<file path="src/dcc_pkg.sv">
// Package: types, constants and sequence tables for downline carriage control.
`timescale 1ns / 1ps

package dcc_pkg;

    localparam int QUEUE_DEPTH_DEF = 4;
    localparam logic [7:0] UNIT_SEP = 8'h1F;
    localparam logic [7:0] CH_SPACE = 8'h20;
    localparam logic [7:0] CH_CR    = 8'h0D;
    localparam logic [7:0] CH_LF    = 8'h0A;
    localparam logic [7:0] CH_FF    = 8'h0C;
    localparam logic [7:0] CH_ESC   = 8'h1B;
    localparam logic [7:0] CH_LBRK  = 8'h5B;
    localparam logic [7:0] CH_H     = 8'h48;
    localparam logic [7:0] CH_J     = 8'h4A;

    localparam logic [7:0] FE_SINGLE = 8'h20;
    localparam logic [7:0] FE_DOUBLE = 8'h30;
    localparam logic [7:0] FE_TRIPLE = 8'h2D;
    localparam logic [7:0] FE_NOADV  = 8'h2B;
    localparam logic [7:0] FE_HOME   = 8'h2A;
    localparam logic [7:0] FE_PAGE   = 8'h31;
    localparam logic [7:0] FE_T_CRLF = 8'h2E;
    localparam logic [7:0] FE_T_CR   = 8'h2F;

    typedef enum logic [1:0] {
        OP_HEADER = 2'd0,
        OP_DATA   = 2'd1,
        OP_LINE   = 2'd2,
        OP_UNUSED = 2'd3
    } opcode_t;

    typedef enum logic [2:0] {
        LD_NONE, LD_CR, LD_SINGLE, LD_DOUBLE, LD_TRIPLE, LD_FF, LD_HOME, LD_CLEAR_HOME
    } lead_t;

    typedef enum logic [1:0] {
        TR_NONE, TR_CRLF, TR_CR
    } trail_t;

    typedef struct packed {
        lead_t      lead;
        trail_t     trail;
        logic       has_text;
        logic [7:0] text;
    } cmd_t;

    function automatic logic [3:0] lead_len(lead_t k);
        case (k)
            LD_CR:         lead_len = 4'd1;
            LD_SINGLE:     lead_len = 4'd2;
            LD_DOUBLE:     lead_len = 4'd3;
            LD_TRIPLE:     lead_len = 4'd4;
            LD_FF:         lead_len = 4'd1;
            LD_HOME:       lead_len = 4'd5;
            LD_CLEAR_HOME: lead_len = 4'd8;
            default:       lead_len = 4'd0;
        endcase
    endfunction

    function automatic logic [7:0] lead_byte(lead_t k, logic [2:0] i);
        case (k)
            LD_FF:   lead_byte = CH_FF;
            LD_CR:   lead_byte = CH_CR;
            LD_HOME, LD_CLEAR_HOME: begin
                case (i)
                    3'd0:    lead_byte = CH_CR;
                    3'd1:    lead_byte = CH_LF;
                    3'd2:    lead_byte = CH_ESC;
                    3'd3:    lead_byte = CH_LBRK;
                    3'd4:    lead_byte = CH_H;
                    3'd5:    lead_byte = CH_ESC;
                    3'd6:    lead_byte = CH_LBRK;
                    default: lead_byte = CH_J;
                endcase
            end
            default: lead_byte = (i == 3'd0) ? CH_CR : CH_LF;
        endcase
    endfunction

    function automatic logic [3:0] trail_len(trail_t k);
        case (k)
            TR_CRLF: trail_len = 4'd2;
            TR_CR:   trail_len = 4'd1;
            default: trail_len = 4'd0;
        endcase
    endfunction

    function automatic logic [7:0] trail_byte(logic [2:0] i);
        trail_byte = (i == 3'd0) ? CH_CR : CH_LF;
    endfunction

endpackage

</file>
<file path="src/dcc_front.sv">
// Front end: accepts requests, tracks line/mode state, builds output commands.
`timescale 1ns / 1ps

module dcc_front
    import dcc_pkg::*;
(
    input  logic        aclk,
    input  logic        aresetn,
    input  logic        ansi_terminal,
    input  logic        in_valid,
    input  logic [1:0]  in_opcode,
    input  logic [7:0]  in_byte,
    input  logic        in_transparent,
    input  logic        in_no_effector,
    input  logic        in_no_cursor_pos,
    output logic        in_ready,
    input  logic        q_ready,
    output logic        q_push,
    output cmd_t        q_cmd
);

    logic       transparent_reg, transparent_next;
    logic       no_eff_reg, no_eff_next;
    logic       no_cpos_reg, no_cpos_next;
    logic       line_start_reg, line_start_next;
    logic [7:0] saved_eff_reg, saved_eff_next;
    logic       prev_in_reg, prev_in_next;

    logic       accept;
    logic [7:0] eff;
    cmd_t       cmd;
    logic [3:0] total;

    assign in_ready = q_ready;
    assign accept   = in_valid && q_ready;
    assign eff      = no_eff_reg ? CH_SPACE : in_byte;

    always_comb begin
        transparent_next = transparent_reg;
        no_eff_next      = no_eff_reg;
        no_cpos_next     = no_cpos_reg;
        line_start_next  = line_start_reg;
        saved_eff_next   = saved_eff_reg;
        prev_in_next     = prev_in_reg;
        cmd.lead     = LD_NONE;
        cmd.trail    = TR_NONE;
        cmd.has_text = 1'b0;
        cmd.text     = in_byte;
        case (opcode_t'(in_opcode))
            OP_HEADER: begin
                transparent_next = in_transparent;
                no_eff_next      = in_no_effector;
                no_cpos_next     = in_no_cursor_pos;
                line_start_next  = 1'b1;
            end
            OP_LINE: begin
                prev_in_next = 1'b1;
            end
            OP_DATA: begin
                if (transparent_reg) begin
                    cmd.has_text = 1'b1;
                end else begin
                    if (line_start_reg) begin
                        line_start_next = 1'b0;
                        saved_eff_next  = eff;
                        prev_in_next    = 1'b0;
                        case (eff)
                            FE_SINGLE: cmd.lead = prev_in_reg ? LD_CR : LD_SINGLE;
                            FE_DOUBLE: cmd.lead = prev_in_reg ? LD_SINGLE : LD_DOUBLE;
                            FE_TRIPLE: cmd.lead = prev_in_reg ? LD_DOUBLE : LD_TRIPLE;
                            FE_NOADV:  cmd.lead = LD_CR;
                            FE_HOME:   cmd.lead = ansi_terminal ? LD_HOME : LD_FF;
                            FE_PAGE:   cmd.lead = ansi_terminal ? LD_CLEAR_HOME : LD_FF;
                            default:   cmd.lead = LD_NONE;
                        endcase
                    end
                    if (!line_start_reg || no_eff_reg) begin
                        if (in_byte == UNIT_SEP) begin
                            line_start_next = 1'b1;
                            if (!no_cpos_reg) begin
                                if (saved_eff_next == FE_T_CRLF) begin
                                    cmd.trail = TR_CRLF;
                                end else if (saved_eff_next == FE_T_CR) begin
                                    cmd.trail = TR_CR;
                                end
                            end
                        end else begin
                            cmd.has_text = 1'b1;
                        end
                    end
                end
            end
            default: ;
        endcase
    end

    assign total  = lead_len(cmd.lead) + trail_len(cmd.trail) + {3'd0, cmd.has_text};
    assign q_push = accept && (total != 4'd0);
    assign q_cmd  = cmd;

    always_ff @(posedge aclk) begin
        if (!aresetn) begin
            transparent_reg <= 1'b0;
            no_eff_reg      <= 1'b0;
            no_cpos_reg     <= 1'b0;
            line_start_reg  <= 1'b1;
            saved_eff_reg   <= CH_SPACE;
            prev_in_reg     <= 1'b0;
        end else if (accept) begin
            transparent_reg <= transparent_next;
            no_eff_reg      <= no_eff_next;
            no_cpos_reg     <= no_cpos_next;
            line_start_reg  <= line_start_next;
            saved_eff_reg   <= saved_eff_next;
            prev_in_reg     <= prev_in_next;
        end
    end

endmodule

</file>
<file path="src/dcc_queue.sv">
// Command queue between front and back ends.
`timescale 1ns / 1ps

module dcc_queue
    import dcc_pkg::*;
#(
    parameter int DEPTH = QUEUE_DEPTH_DEF
) (
    input  logic aclk,
    input  logic aresetn,
    input  logic push,
    input  cmd_t push_cmd,
    output logic can_push,
    input  logic pop,
    output logic head_valid,
    output cmd_t head_cmd
);

    localparam int PW = (DEPTH > 1) ? $clog2(DEPTH) : 1;
    localparam int CW = $clog2(DEPTH + 1);
    localparam logic [PW-1:0] LAST_PTR = PW'(DEPTH - 1);
    localparam logic [CW-1:0] FULL_CNT = CW'(DEPTH);

    cmd_t          slot_reg [DEPTH];
    logic [PW-1:0] wr_ptr_reg, rd_ptr_reg;
    logic [CW-1:0] count_reg;
    logic          do_push, do_pop;

    assign can_push   = (count_reg != FULL_CNT);
    assign head_valid = (count_reg != '0);
    assign head_cmd   = slot_reg[rd_ptr_reg];
    assign do_push    = push && can_push;
    assign do_pop     = pop && head_valid;

    always_ff @(posedge aclk) begin
        if (do_push) begin
            slot_reg[wr_ptr_reg] <= push_cmd;
        end
    end

    always_ff @(posedge aclk) begin
        if (!aresetn) begin
            wr_ptr_reg <= '0;
            rd_ptr_reg <= '0;
            count_reg  <= '0;
        end else begin
            if (do_push) begin
                wr_ptr_reg <= (wr_ptr_reg == LAST_PTR) ? '0 : wr_ptr_reg + 1'b1;
            end
            if (do_pop) begin
                rd_ptr_reg <= (rd_ptr_reg == LAST_PTR) ? '0 : rd_ptr_reg + 1'b1;
            end
            if (do_push && !do_pop) begin
                count_reg <= count_reg + 1'b1;
            end else if (!do_push && do_pop) begin
                count_reg <= count_reg - 1'b1;
            end
        end
    end

endmodule

</file>
<file path="src/dcc_back.sv">
// Back end: expands one command into terminal bytes, one per cycle while out_ready is high.
`timescale 1ns / 1ps

module dcc_back
    import dcc_pkg::*;
(
    input  logic       aclk,
    input  logic       aresetn,
    input  logic       head_valid,
    input  cmd_t       head_cmd,
    output logic       pop,
    output logic       out_valid,
    output logic [7:0] out_byte,
    output logic       out_last,
    input  logic       out_ready
);

    logic [2:0] idx_reg, idx_next;
    logic       valid_reg;
    logic [7:0] byte_reg, byte_next;
    logic       last_reg, last_next;
    logic       load;
    logic [3:0] llen, tlen, total, pos;

    assign llen  = lead_len(head_cmd.lead);
    assign tlen  = trail_len(head_cmd.trail);
    assign total = llen + tlen + {3'd0, head_cmd.has_text};
    assign pos   = {1'b0, idx_reg};
    assign load  = head_valid && (!valid_reg || out_ready);

    always_comb begin
        if (pos < llen) begin
            byte_next = lead_byte(head_cmd.lead, idx_reg);
        end else if (pos < llen + tlen) begin
            byte_next = trail_byte(idx_reg - llen[2:0]);
        end else begin
            byte_next = head_cmd.text;
        end
        last_next = (pos == total - 4'd1);
        idx_next  = last_next ? 3'd0 : idx_reg + 3'd1;
    end

    assign pop       = load && last_next;
    assign out_valid = valid_reg;
    assign out_byte  = byte_reg;
    assign out_last  = last_reg;

    always_ff @(posedge aclk) begin
        if (load) begin
            byte_reg <= byte_next;
            last_reg <= last_next;
        end
    end

    always_ff @(posedge aclk) begin
        if (!aresetn) begin
            idx_reg   <= 3'd0;
            valid_reg <= 1'b0;
        end else begin
            if (load) begin
                idx_reg   <= idx_next;
                valid_reg <= 1'b1;
            end else if (out_ready) begin
                valid_reg <= 1'b0;
            end
        end
    end

endmodule

</file>
<file path="src/downline_carriage_control.sv">
// Downline carriage control: print-line requests to terminal byte stream.
// When the queue is empty and the back end idle, the first byte of a request passes
// through the queue slot register and then the back-end byte register to m_tdata.
// Throughput: one request accepted per cycle while the queue has room; one output byte
// per cycle while m_tready is high; a request yields 0 to 8 bytes, sent in turn by the back end.
// Reset (aresetn low, synchronous): queue empty, modes cleared, line start set,
// saved effector space, ansi_terminal cleared.
`timescale 1ns / 1ps

module downline_carriage_control
    import dcc_pkg::*;
#(
    parameter int QUEUE_DEPTH = QUEUE_DEPTH_DEF
) (
    input  logic        aclk,
    input  logic        aresetn,
    input  logic        cfg_wr_en,
    input  logic        cfg_wr_data,   // ansi_terminal
    input  logic        s_tvalid,
    output logic        s_tready,
    input  logic [15:0] s_tdata,       // data_byte[7:0], hdr_transparent[8],
                                       // hdr_no_effector[9], hdr_no_cursor_pos[10], zero
    input  logic [1:0]  s_tuser,       // opcode[1:0]
    output logic        m_tvalid,
    input  logic        m_tready,
    output logic [7:0]  m_tdata,       // out_byte[7:0]
    output logic        m_tlast        // last_of_run
);

    logic ansi_reg;
    logic q_push, q_ready, q_pop, q_head_valid;
    cmd_t q_cmd, q_head;

    always_ff @(posedge aclk) begin
        if (!aresetn) begin
            ansi_reg <= 1'b0;
        end else if (cfg_wr_en) begin
            ansi_reg <= cfg_wr_data;
        end
    end

    dcc_front u_front (
        .aclk             (aclk),
        .aresetn          (aresetn),
        .ansi_terminal    (ansi_reg),
        .in_valid         (s_tvalid),
        .in_opcode        (s_tuser),
        .in_byte          (s_tdata[7:0]),
        .in_transparent   (s_tdata[8]),
        .in_no_effector   (s_tdata[9]),
        .in_no_cursor_pos (s_tdata[10]),
        .in_ready         (s_tready),
        .q_ready          (q_ready),
        .q_push           (q_push),
        .q_cmd            (q_cmd)
    );

    dcc_queue #(
        .DEPTH (QUEUE_DEPTH)
    ) u_queue (
        .aclk       (aclk),
        .aresetn    (aresetn),
        .push       (q_push),
        .push_cmd   (q_cmd),
        .can_push   (q_ready),
        .pop        (q_pop),
        .head_valid (q_head_valid),
        .head_cmd   (q_head)
    );

    dcc_back u_back (
        .aclk       (aclk),
        .aresetn    (aresetn),
        .head_valid (q_head_valid),
        .head_cmd   (q_head),
        .pop        (q_pop),
        .out_valid  (m_tvalid),
        .out_byte   (m_tdata),
        .out_last   (m_tlast),
        .out_ready  (m_tready)
    );

endmodule

</file>
<file path="config.mk">
export PLATFORM = sky130hd
export DESIGN_NAME = downline_carriage_control
export DESIGN_NICKNAME = d
export VERILOG_FILES = /design/src/dcc_pkg.sv /design/src/dcc_front.sv /design/src/dcc_queue.sv /design/src/dcc_back.sv /design/src/downline_carriage_control.sv
export SDC_FILE = /design/constraint.sdc
export NUM_CORES = 1
export LEC_CHECK = 0
export BUFFER_PORTS_ARGS = -buffer_cell sky130_fd_sc_hd__buf_2
export CAP_MARGIN = 20
export CORE_MARGIN = 3
export CORE_UTILIZATION = 35
export CTS_BUF_LIST = sky130_fd_sc_hd__clkbuf_8
export DETAILED_ROUTE_END_ITERATION = 6
export MAX_ROUTING_LAYER = met4
export PLACE_DENSITY = 0.6
export SYNTH_ARGS = -nofsm -noshare
export SYNTH_HDL_FRONTEND = slang
export SYNTH_SLANG_ARGS = --single-unit
export TNS_END_PERCENT = 10
</file>
<file path="constraint.sdc">
create_clock -name aclk -period 4.86 [get_ports aclk]
set_input_delay 0.729 -clock aclk [delete_from_list [all_inputs] [get_ports aclk]]
set_output_delay 0.729 -clock aclk [all_outputs]
set_load 0.005 [all_outputs]
</file>
* Word level (Yosys, flattened, before mapping)
Memories as Yosys holds them, arrays and structs flattened. A register that Yosys moved wholly into a read port is not among the register bits.
Cells that the tools add are included.
** Word-level totals
- Flip-flop bits (word level) :: 34
- Latch bits :: 0
- Memory bits (writable) :: 56
- Bits in read-only memories :: 0
- Input port bits :: 24
- Output and inout bits :: 11
- Logic and storage cells :: 150
- Memories kept :: 1
** Memory list
- u_queue.slot_reg :: words 4, width 14, rd ports 1, clocked after Yosys merged registers in 1, write ports 1, line dcc_queue.sv:24 : cmd_t slot_reg [DEPTH];
** Cells by class
- Add/sub/neg operators :: 11
- $mul :: 0
- Div/mod/pow operators :: 0
- Magnitude comparators :: 2
- Equal/unequal tests :: 41
- Shift operators :: 0
- Multiplexer cells :: 48
- Bitwise operators :: 1
- Reductions and logical operators :: 32
** Operator list (number)
- equality test 8 x 6 -> 1 bit, second input constant :: 8
- 2-to-1 mux 8 bit :: 6
- case mux 4 bit (6 select lines) :: 2
- case mux 7 bit (5 select lines) :: 1
- equality test 3 bit, second input constant :: 11
- 2-to-1 mux 3 bit :: 8
- case mux 8 bit (3 select lines) :: 1
- 2-to-1 mux 2 bit :: 11
- equality test 3 x 2 -> 1 bit, second input constant :: 6
- case mux 3 bit (6 select lines) :: 1
- 2-to-1 mux 1 bit :: 12
- equality test 2 bit, second input constant :: 5
- OR reduction 2 bit :: 5
- equality test 3 x 1 -> 1 bit, second input constant :: 3
- adder 4 x 1 -> 4 bit :: 2
- adder 4 x 2 -> 4 bit :: 2
- equality test 8 x 5 -> 1 bit, second input constant :: 1
- logical AND 1 bit :: 8
- less-than comparator 3 x 4 -> 1 bit :: 2
- case mux 2 bit (2 select lines) :: 2
- nonzero test 2 bit :: 4
- adder 3 x 1 -> 3 bit, second input constant :: 2
- equality test 2 x 1 -> 1 bit, second input constant :: 3
- zero test 3 bit :: 2
- 20 further kinds :: 27

* Logic depth before layout (Yosys ltp)
- Word-level depth :: 24
- Gate-level depth with buffers :: 20
- Mapped depth without buffers :: 19

* Hierarchy
A second synthesis with hierarchy kept.
** Unflattened totals
- Cell total of the unflattened synthesis :: 384
- Area total of the unflattened synthesis :: 4777.1 um^2
** By module, submodules not included
- dcc_queue :: times used 1, cells each 124, area an instance 2504.9 um^2, seq. area each 1861.8 um^2
- dcc_front :: times used 1, cells each 142, area an instance 1151.1 um^2, seq. area each 260.2 um^2
- dcc_back :: times used 1, cells each 115, area an instance 1084.8 um^2, seq. area each 350.3 um^2
- downline_carriage_control :: times used 1, cells each 3, area an instance 36.3 um^2, seq. area each 20.0 um^2

* Least setup slack after synthesis
Ideal clock, no wire load.
- Path kind :: input to register
- Start point :: in s_tdata[3]
- End point :: reg u_queue.count_reg[2]
- Setup time :: 76 ps
- Data arrival time :: 4662 ps
- Required time :: 4784 ps
- Slack :: 122 ps
- Stages :: 20
- Path buffers :: 2
- Path through :: buf_2 -> or3_1 -> a2111oi_0 -> o21ai_0 -> and2_1 -> xnor2_1 -> nor2b_1 -> fa_1 -> inv_1 -> fa_1 -> nor4b_1 -> nand4_1 -> and3_1 -> buf_2 -> ha_1 -> inv_1 -> fa_1 -> xor2_1 -> or3_1 -> a21boi_0
** Between the ends
- Word-level cells in the longest chain between the ends :: 22
- Elaborated cells between the ends (all ways) :: 46
- Those cells by class :: add/sub: 2; eq/ne: 18; mux: 18; reduce/logical: 8
** Ends and longest elaborated chain
- start, declared :: line downline_carriage_control.sv:21 : input logic [15:0] s_tdata,
- 2-to-1 mux 8 bit :: line dcc_front.sv:36 : assign eff = no_eff_reg ? CH_SPACE : in_byte;
- 2-to-1 mux 8 bit :: line dcc_front.sv:63 : if (line_start_reg) begin
- 2-to-1 mux 8 bit :: line dcc_front.sv:60 : if (transparent_reg) begin
- 2-to-1 mux 8 bit :: line dcc_front.sv:49 : case (opcode_t'(in_opcode))
- equality test 8 x 6 -> 1 bit :: line dcc_front.sv:83 : end else if (saved_eff_next == FE_T_CR) begin
- 2-to-1 mux 2 bit :: line dcc_front.sv:83
- 2-to-1 mux 2 bit :: line dcc_front.sv:81 : if (saved_eff_next == FE_T_CRLF) begin
- 2-to-1 mux 2 bit :: line dcc_front.sv:80 : if (!no_cpos_reg) begin
- [... 7 more ...]
- adder 4 x 1 -> 4 bit (*) :: line dcc_front.sv:97 : assign total = lead_len(cmd.lead) + trail_len(cmd.trail) + {3'd0, cmd.has_text};
- nonzero test 4 bit (*) :: line dcc_front.sv:98 : assign q_push = accept && (total != 4'd0);
- logical AND 1 bit (*) :: line dcc_front.sv:98
- logical AND 1 bit (*) :: line dcc_queue.sv:32 : assign do_push = push && can_push;
- named net u_queue.do_push :: line dcc_queue.sv:27 : logic do_push, do_pop;
- zero test 1 bit :: line dcc_queue.sv:55 : end else if (!do_push && do_pop) begin
- logical AND 1 bit :: line dcc_queue.sv:55
- nonzero test 2 bit (no source line)
- end signal, assigned :: line dcc_queue.sv:54 : count_reg <= count_reg + 1'b1;
- end signal, assigned :: line dcc_queue.sv:56 : count_reg <= count_reg - 1'b1;
- end, declared :: line dcc_queue.sv:26 : logic [CW-1:0] count_reg;
Mark *: on every way through the listed nets, which the timed path passes. The rest lies on a longest branch. The select of a mux whose other input is x is not followed.
A chain may end at the register's enable or synchronous reset.

* Worst setup path after layout
- Start point :: in s_tdata[7]
- End point :: reg u_queue.count_reg[2]
** Between the ends
- Word-level cells in the longest chain between the ends :: 22
- Elaborated cells between the ends (all ways) :: 46
- Those cells by class :: add/sub: 2; eq/ne: 18; mux: 18; reduce/logical: 8
** Ends and longest elaborated chain (line)
- 2-to-1 mux 8 bit :: dcc_front.sv:36
- 2-to-1 mux 8 bit :: dcc_front.sv:63
- 2-to-1 mux 8 bit :: dcc_front.sv:60
- 2-to-1 mux 8 bit :: dcc_front.sv:49
- equality test 8 x 6 -> 1 bit :: dcc_front.sv:83
- 2-to-1 mux 2 bit :: dcc_front.sv:83
- 2-to-1 mux 2 bit :: dcc_front.sv:81
- 2-to-1 mux 2 bit :: dcc_front.sv:80
- [... 6 more ...]
- adder 4 x 2 -> 4 bit :: dcc_front.sv:97
- adder 4 x 1 -> 4 bit (*) :: dcc_front.sv:97
- nonzero test 4 bit (*) :: dcc_front.sv:98
- logical AND 1 bit (*) :: dcc_front.sv:98
- logical AND 1 bit (*) :: dcc_queue.sv:32
- zero test 1 bit :: dcc_queue.sv:55
- logical AND 1 bit :: dcc_queue.sv:55
- nonzero test 2 bit (no source line)
Mark *: on every way between the ends. The rest lies on a longest branch, timed or not. The select of a mux whose other input is x is not followed.

==> metrics.md <==
| Metric | Value |
|---|---|
| Syn Nets | 423 |
| Final hold violation count | 0 |
| DRT Wirelength | 8.78 mm |
| Max-slew violation count | 0 |
| Largest net degree at the start of global routing | 32 |
| Crit share post-route | 93.8% |
| Max cap viols | 0 |
| Largest register FFs | 56 |
| Final HPWL DP | 6.50 mm |
| Clock skew | 13.8 ps |
| Synth Cell Area | 4650 µm² |
| ANT cells | 0 |
| Clock Latency Late Sink | 370 ps |
| Slowest stage delay, CP | 440 ps |
| Final setup fails | 0 |
| TritonCTS clock tree | done |
| Vias | 2947 |
| Layout cell share with drive strength beyond 1 | 21.1% |
| Row count | 41 |
| Async S/R FF share, synth | 0% |
| Clk sinks | 92 |
| Slowest stage cell, crit path | fa_1 |
| H-tree Lvls | 3 |
| Critical path's top delay family | simple AND/OR/NAND/NOR gates |
| Final Cell Area | 5340 µm² |
| Die height | 121 µm |
| Setup repair after global routing missed its margin | no |
| Critical Path Fanout Max | 4 |
| DIE AREA | 14700 µm² |
| Multi-input logic area | 2000 µm² |
| Sequential share of the synthesized area | 53.6% |
| DP Area | 5120 µm² |
| Final Net Count | 472 |
| Ys flop type | edfxtp_1 |
| Port Buf Inserts | 29 |
| Fmax | 0.219 GHz |
| CP Launch Type | primary input |
| CP cell instances | buf_2 -> or3b_1 -> or3_1 -> a2bb2oi_1 -> and2_1 -> xnor2_1 -> nor2b_1 -> fa_1 -> inv_1 -> fa_1 -> nor4b_1 -> nand4_1 -> and3_1 -> ha_1 -> inv_1 -> fa_1 -> xor2_1 -> or3_1 -> a21boi_0 |
| Worst Max-Slew Pin Slew | 589 ps |
| Pleak | 0.00195 µW |
| Gr usage total | 13.4% |
| Number of DRC markers in iteration 0 | 171 |
| Minimum clock period | 4560 ps |
| Commonest non-fill, non-tap cell in the layout | edfxtp_1 |
| Die width | 121 µm |
| Area added between synthesis and finish | 14.8% |
| WL/cell | 14.7 µm |
| Power per cell area | 293 nW/µm² |
| Syn Area/Cell | 12.5 µm² |
| Pwr Total | 1570 µW |
| VDD IR max | 0.000145 V |
| Fillers | 1263 |
| First-pass GRT wire length | 15.0 mm |
| Num CTS Buffers | 9 |
| Count of state elements after synthesis | 92 |
| Setup crit end kind | flop |
| Antenna violations before repair | 0 |
| Yosys warns | 0 |
| CTS Root Buffer Type | clkbuf_8 |
| Drc violations | 0 |
| Tightest Hold Check Type | flop to flop |
| Core area | 12800 µm² |
| Slew headroom | 60.3% |
| 1st-pass router iterations | 4 |
| Clk slew on worst S/H paths | 90 ps |
| Critical Path RT | 5160 ps |
| Placer Congestion | 0.813 |
| DR vias/cell | 4.93 |
| Run status | finished, final reports clean |
| Clock buffer depth | 2 |
| Top Ports | 35 |
| Post-CTS Setup Inserts | 0 |
| Arrival @ worst endpoint | 4860 ps |
| Unique masters post-synth | 57 |
| Antenna viol nets, final | 0 |
| Setup TNS | 0 ps |
| EDFF count, synth | 65 |
| Vias in the first global route | 3088 |
| Most frequent cells in the layout | 65 x edfxtp_1, 30 x nand2_1, 29 x buf_2 |
| Remaining global-route overflow | 0 |
| Initial core utilization | 36.3% |
| Worst path bufs/invs | 3 |
| CP Class | primary input to flop |
| Most frequent CP cell | fa_1 |
| Syn Inst Count | 372 |
| Storage cell area | 2490 µm² |
[metal layers]
layer	vias to the layer above	wire length [µm]	GRT usage (%)
li1	1461	-	-
met1	1428	3990	16.7
met2	46	4340	21.8
met3	12	300	3.45
met4	0	144	3.85
met5	-	0	-
[layout make-up]
cell class	instances	share of cell area, %
clock inverter	7	1.66
sequential	92	46.7
inverter	26	1.83
clock buffer	9	2.32
tap	172	4.03
timing repair buffer	52	5.95
multi-input combinational	240	37.5
[cell families after synthesis]
group                      after synthesis  share of synthesized area, %
muxes                                   25                          9.31
and+or+nand+nor                        122                          14.8
adders and majority gates               27                          8.07
buffers and inverters                   40                          3.44
DFF                                     92                          53.6
xor gates and xnor gates                10                          2.21
AOI/OAI and AO/OA                       56                          8.58
[where the power goes]
| part | switching [µW] | internal [µW] |
|---|---|---|
| Sequential | 12.2 | 855 |
| Combinational | 88.6 | 70.3 |
| Clock | 288 | 252 |
| Total | 389 | 1180 |
[path summary, 6_finish.rpt]
| kind | slack, ps | start | cells past startpoint | endpoint |
|---|---|---|---|---|
| setup / recovery | 300 | s_tdata[7] | 19 | u_queue.count_reg[2] |
| hold / removal | 490 | u_front.no_cpos_reg | 2 | u_front.no_cpos_reg |
| setup reg to reg | 370 | flop | 19 | u_queue.count_reg[2] |
| hold reg to reg | 490 | u_front.no_cpos_reg | 2 | u_front.no_cpos_reg |
[repair_timing]
item                       in CTS  in global routing
hold buffers                    0                  0
resized for setup               0                  4
setup endpoints to repair       0                  1
hold endpoints to repair        0                  0
[Yosys cell counts (all sizes together), types with 11 or more instances]
cell | count | share of area (%)
edfxtp | 65 | 42
nand2 | 32 | 2.6
dfxtp | 27 | 12
inv | 26 | 2.1
ha | 22 | 5.9
nor2b | 17 | 2.3
mux4 | 14 | 6.9
and2 | 13 | 1.7
nor2 | 12 | 0.97
mux2i | 11 | 2.4
o21ai | 11 | 1.2
[per-stage QoR]
step / worst slack [ps] / cells / hold WS [ps] / utilization (%)
after detailed placement: -107 / 582 / 479 / 39.9
after CTS: 141 / 598 / 493 / 41.6
after global routing: 0.0471 / 598 / 529 / 41.6
after floorplan: 122 / 372 / 444 / -
final: 300 / 598 / 488 / 41.6
after global placement: 49.9 / 582 / 467 / 39.9
[worst register-to-register path, stage by stage, from the launching register on]
cell and delay, ps:
dfxtp_2 430, mux4_1 630, nand2_2 140, xnor2_1 190
ha_1 230, inv_1 50, fa_1 480, ha_1 330
xor2_1 150, nand2_1 130, inv_1 50, nand4_1 130
o41ai_4 100, nand2_2 140, ha_1 180, inv_1 60
fa_1 370, xor2_1 160, or3_1 310, a21boi_0 170
Power figures use the tool's default switching activity.
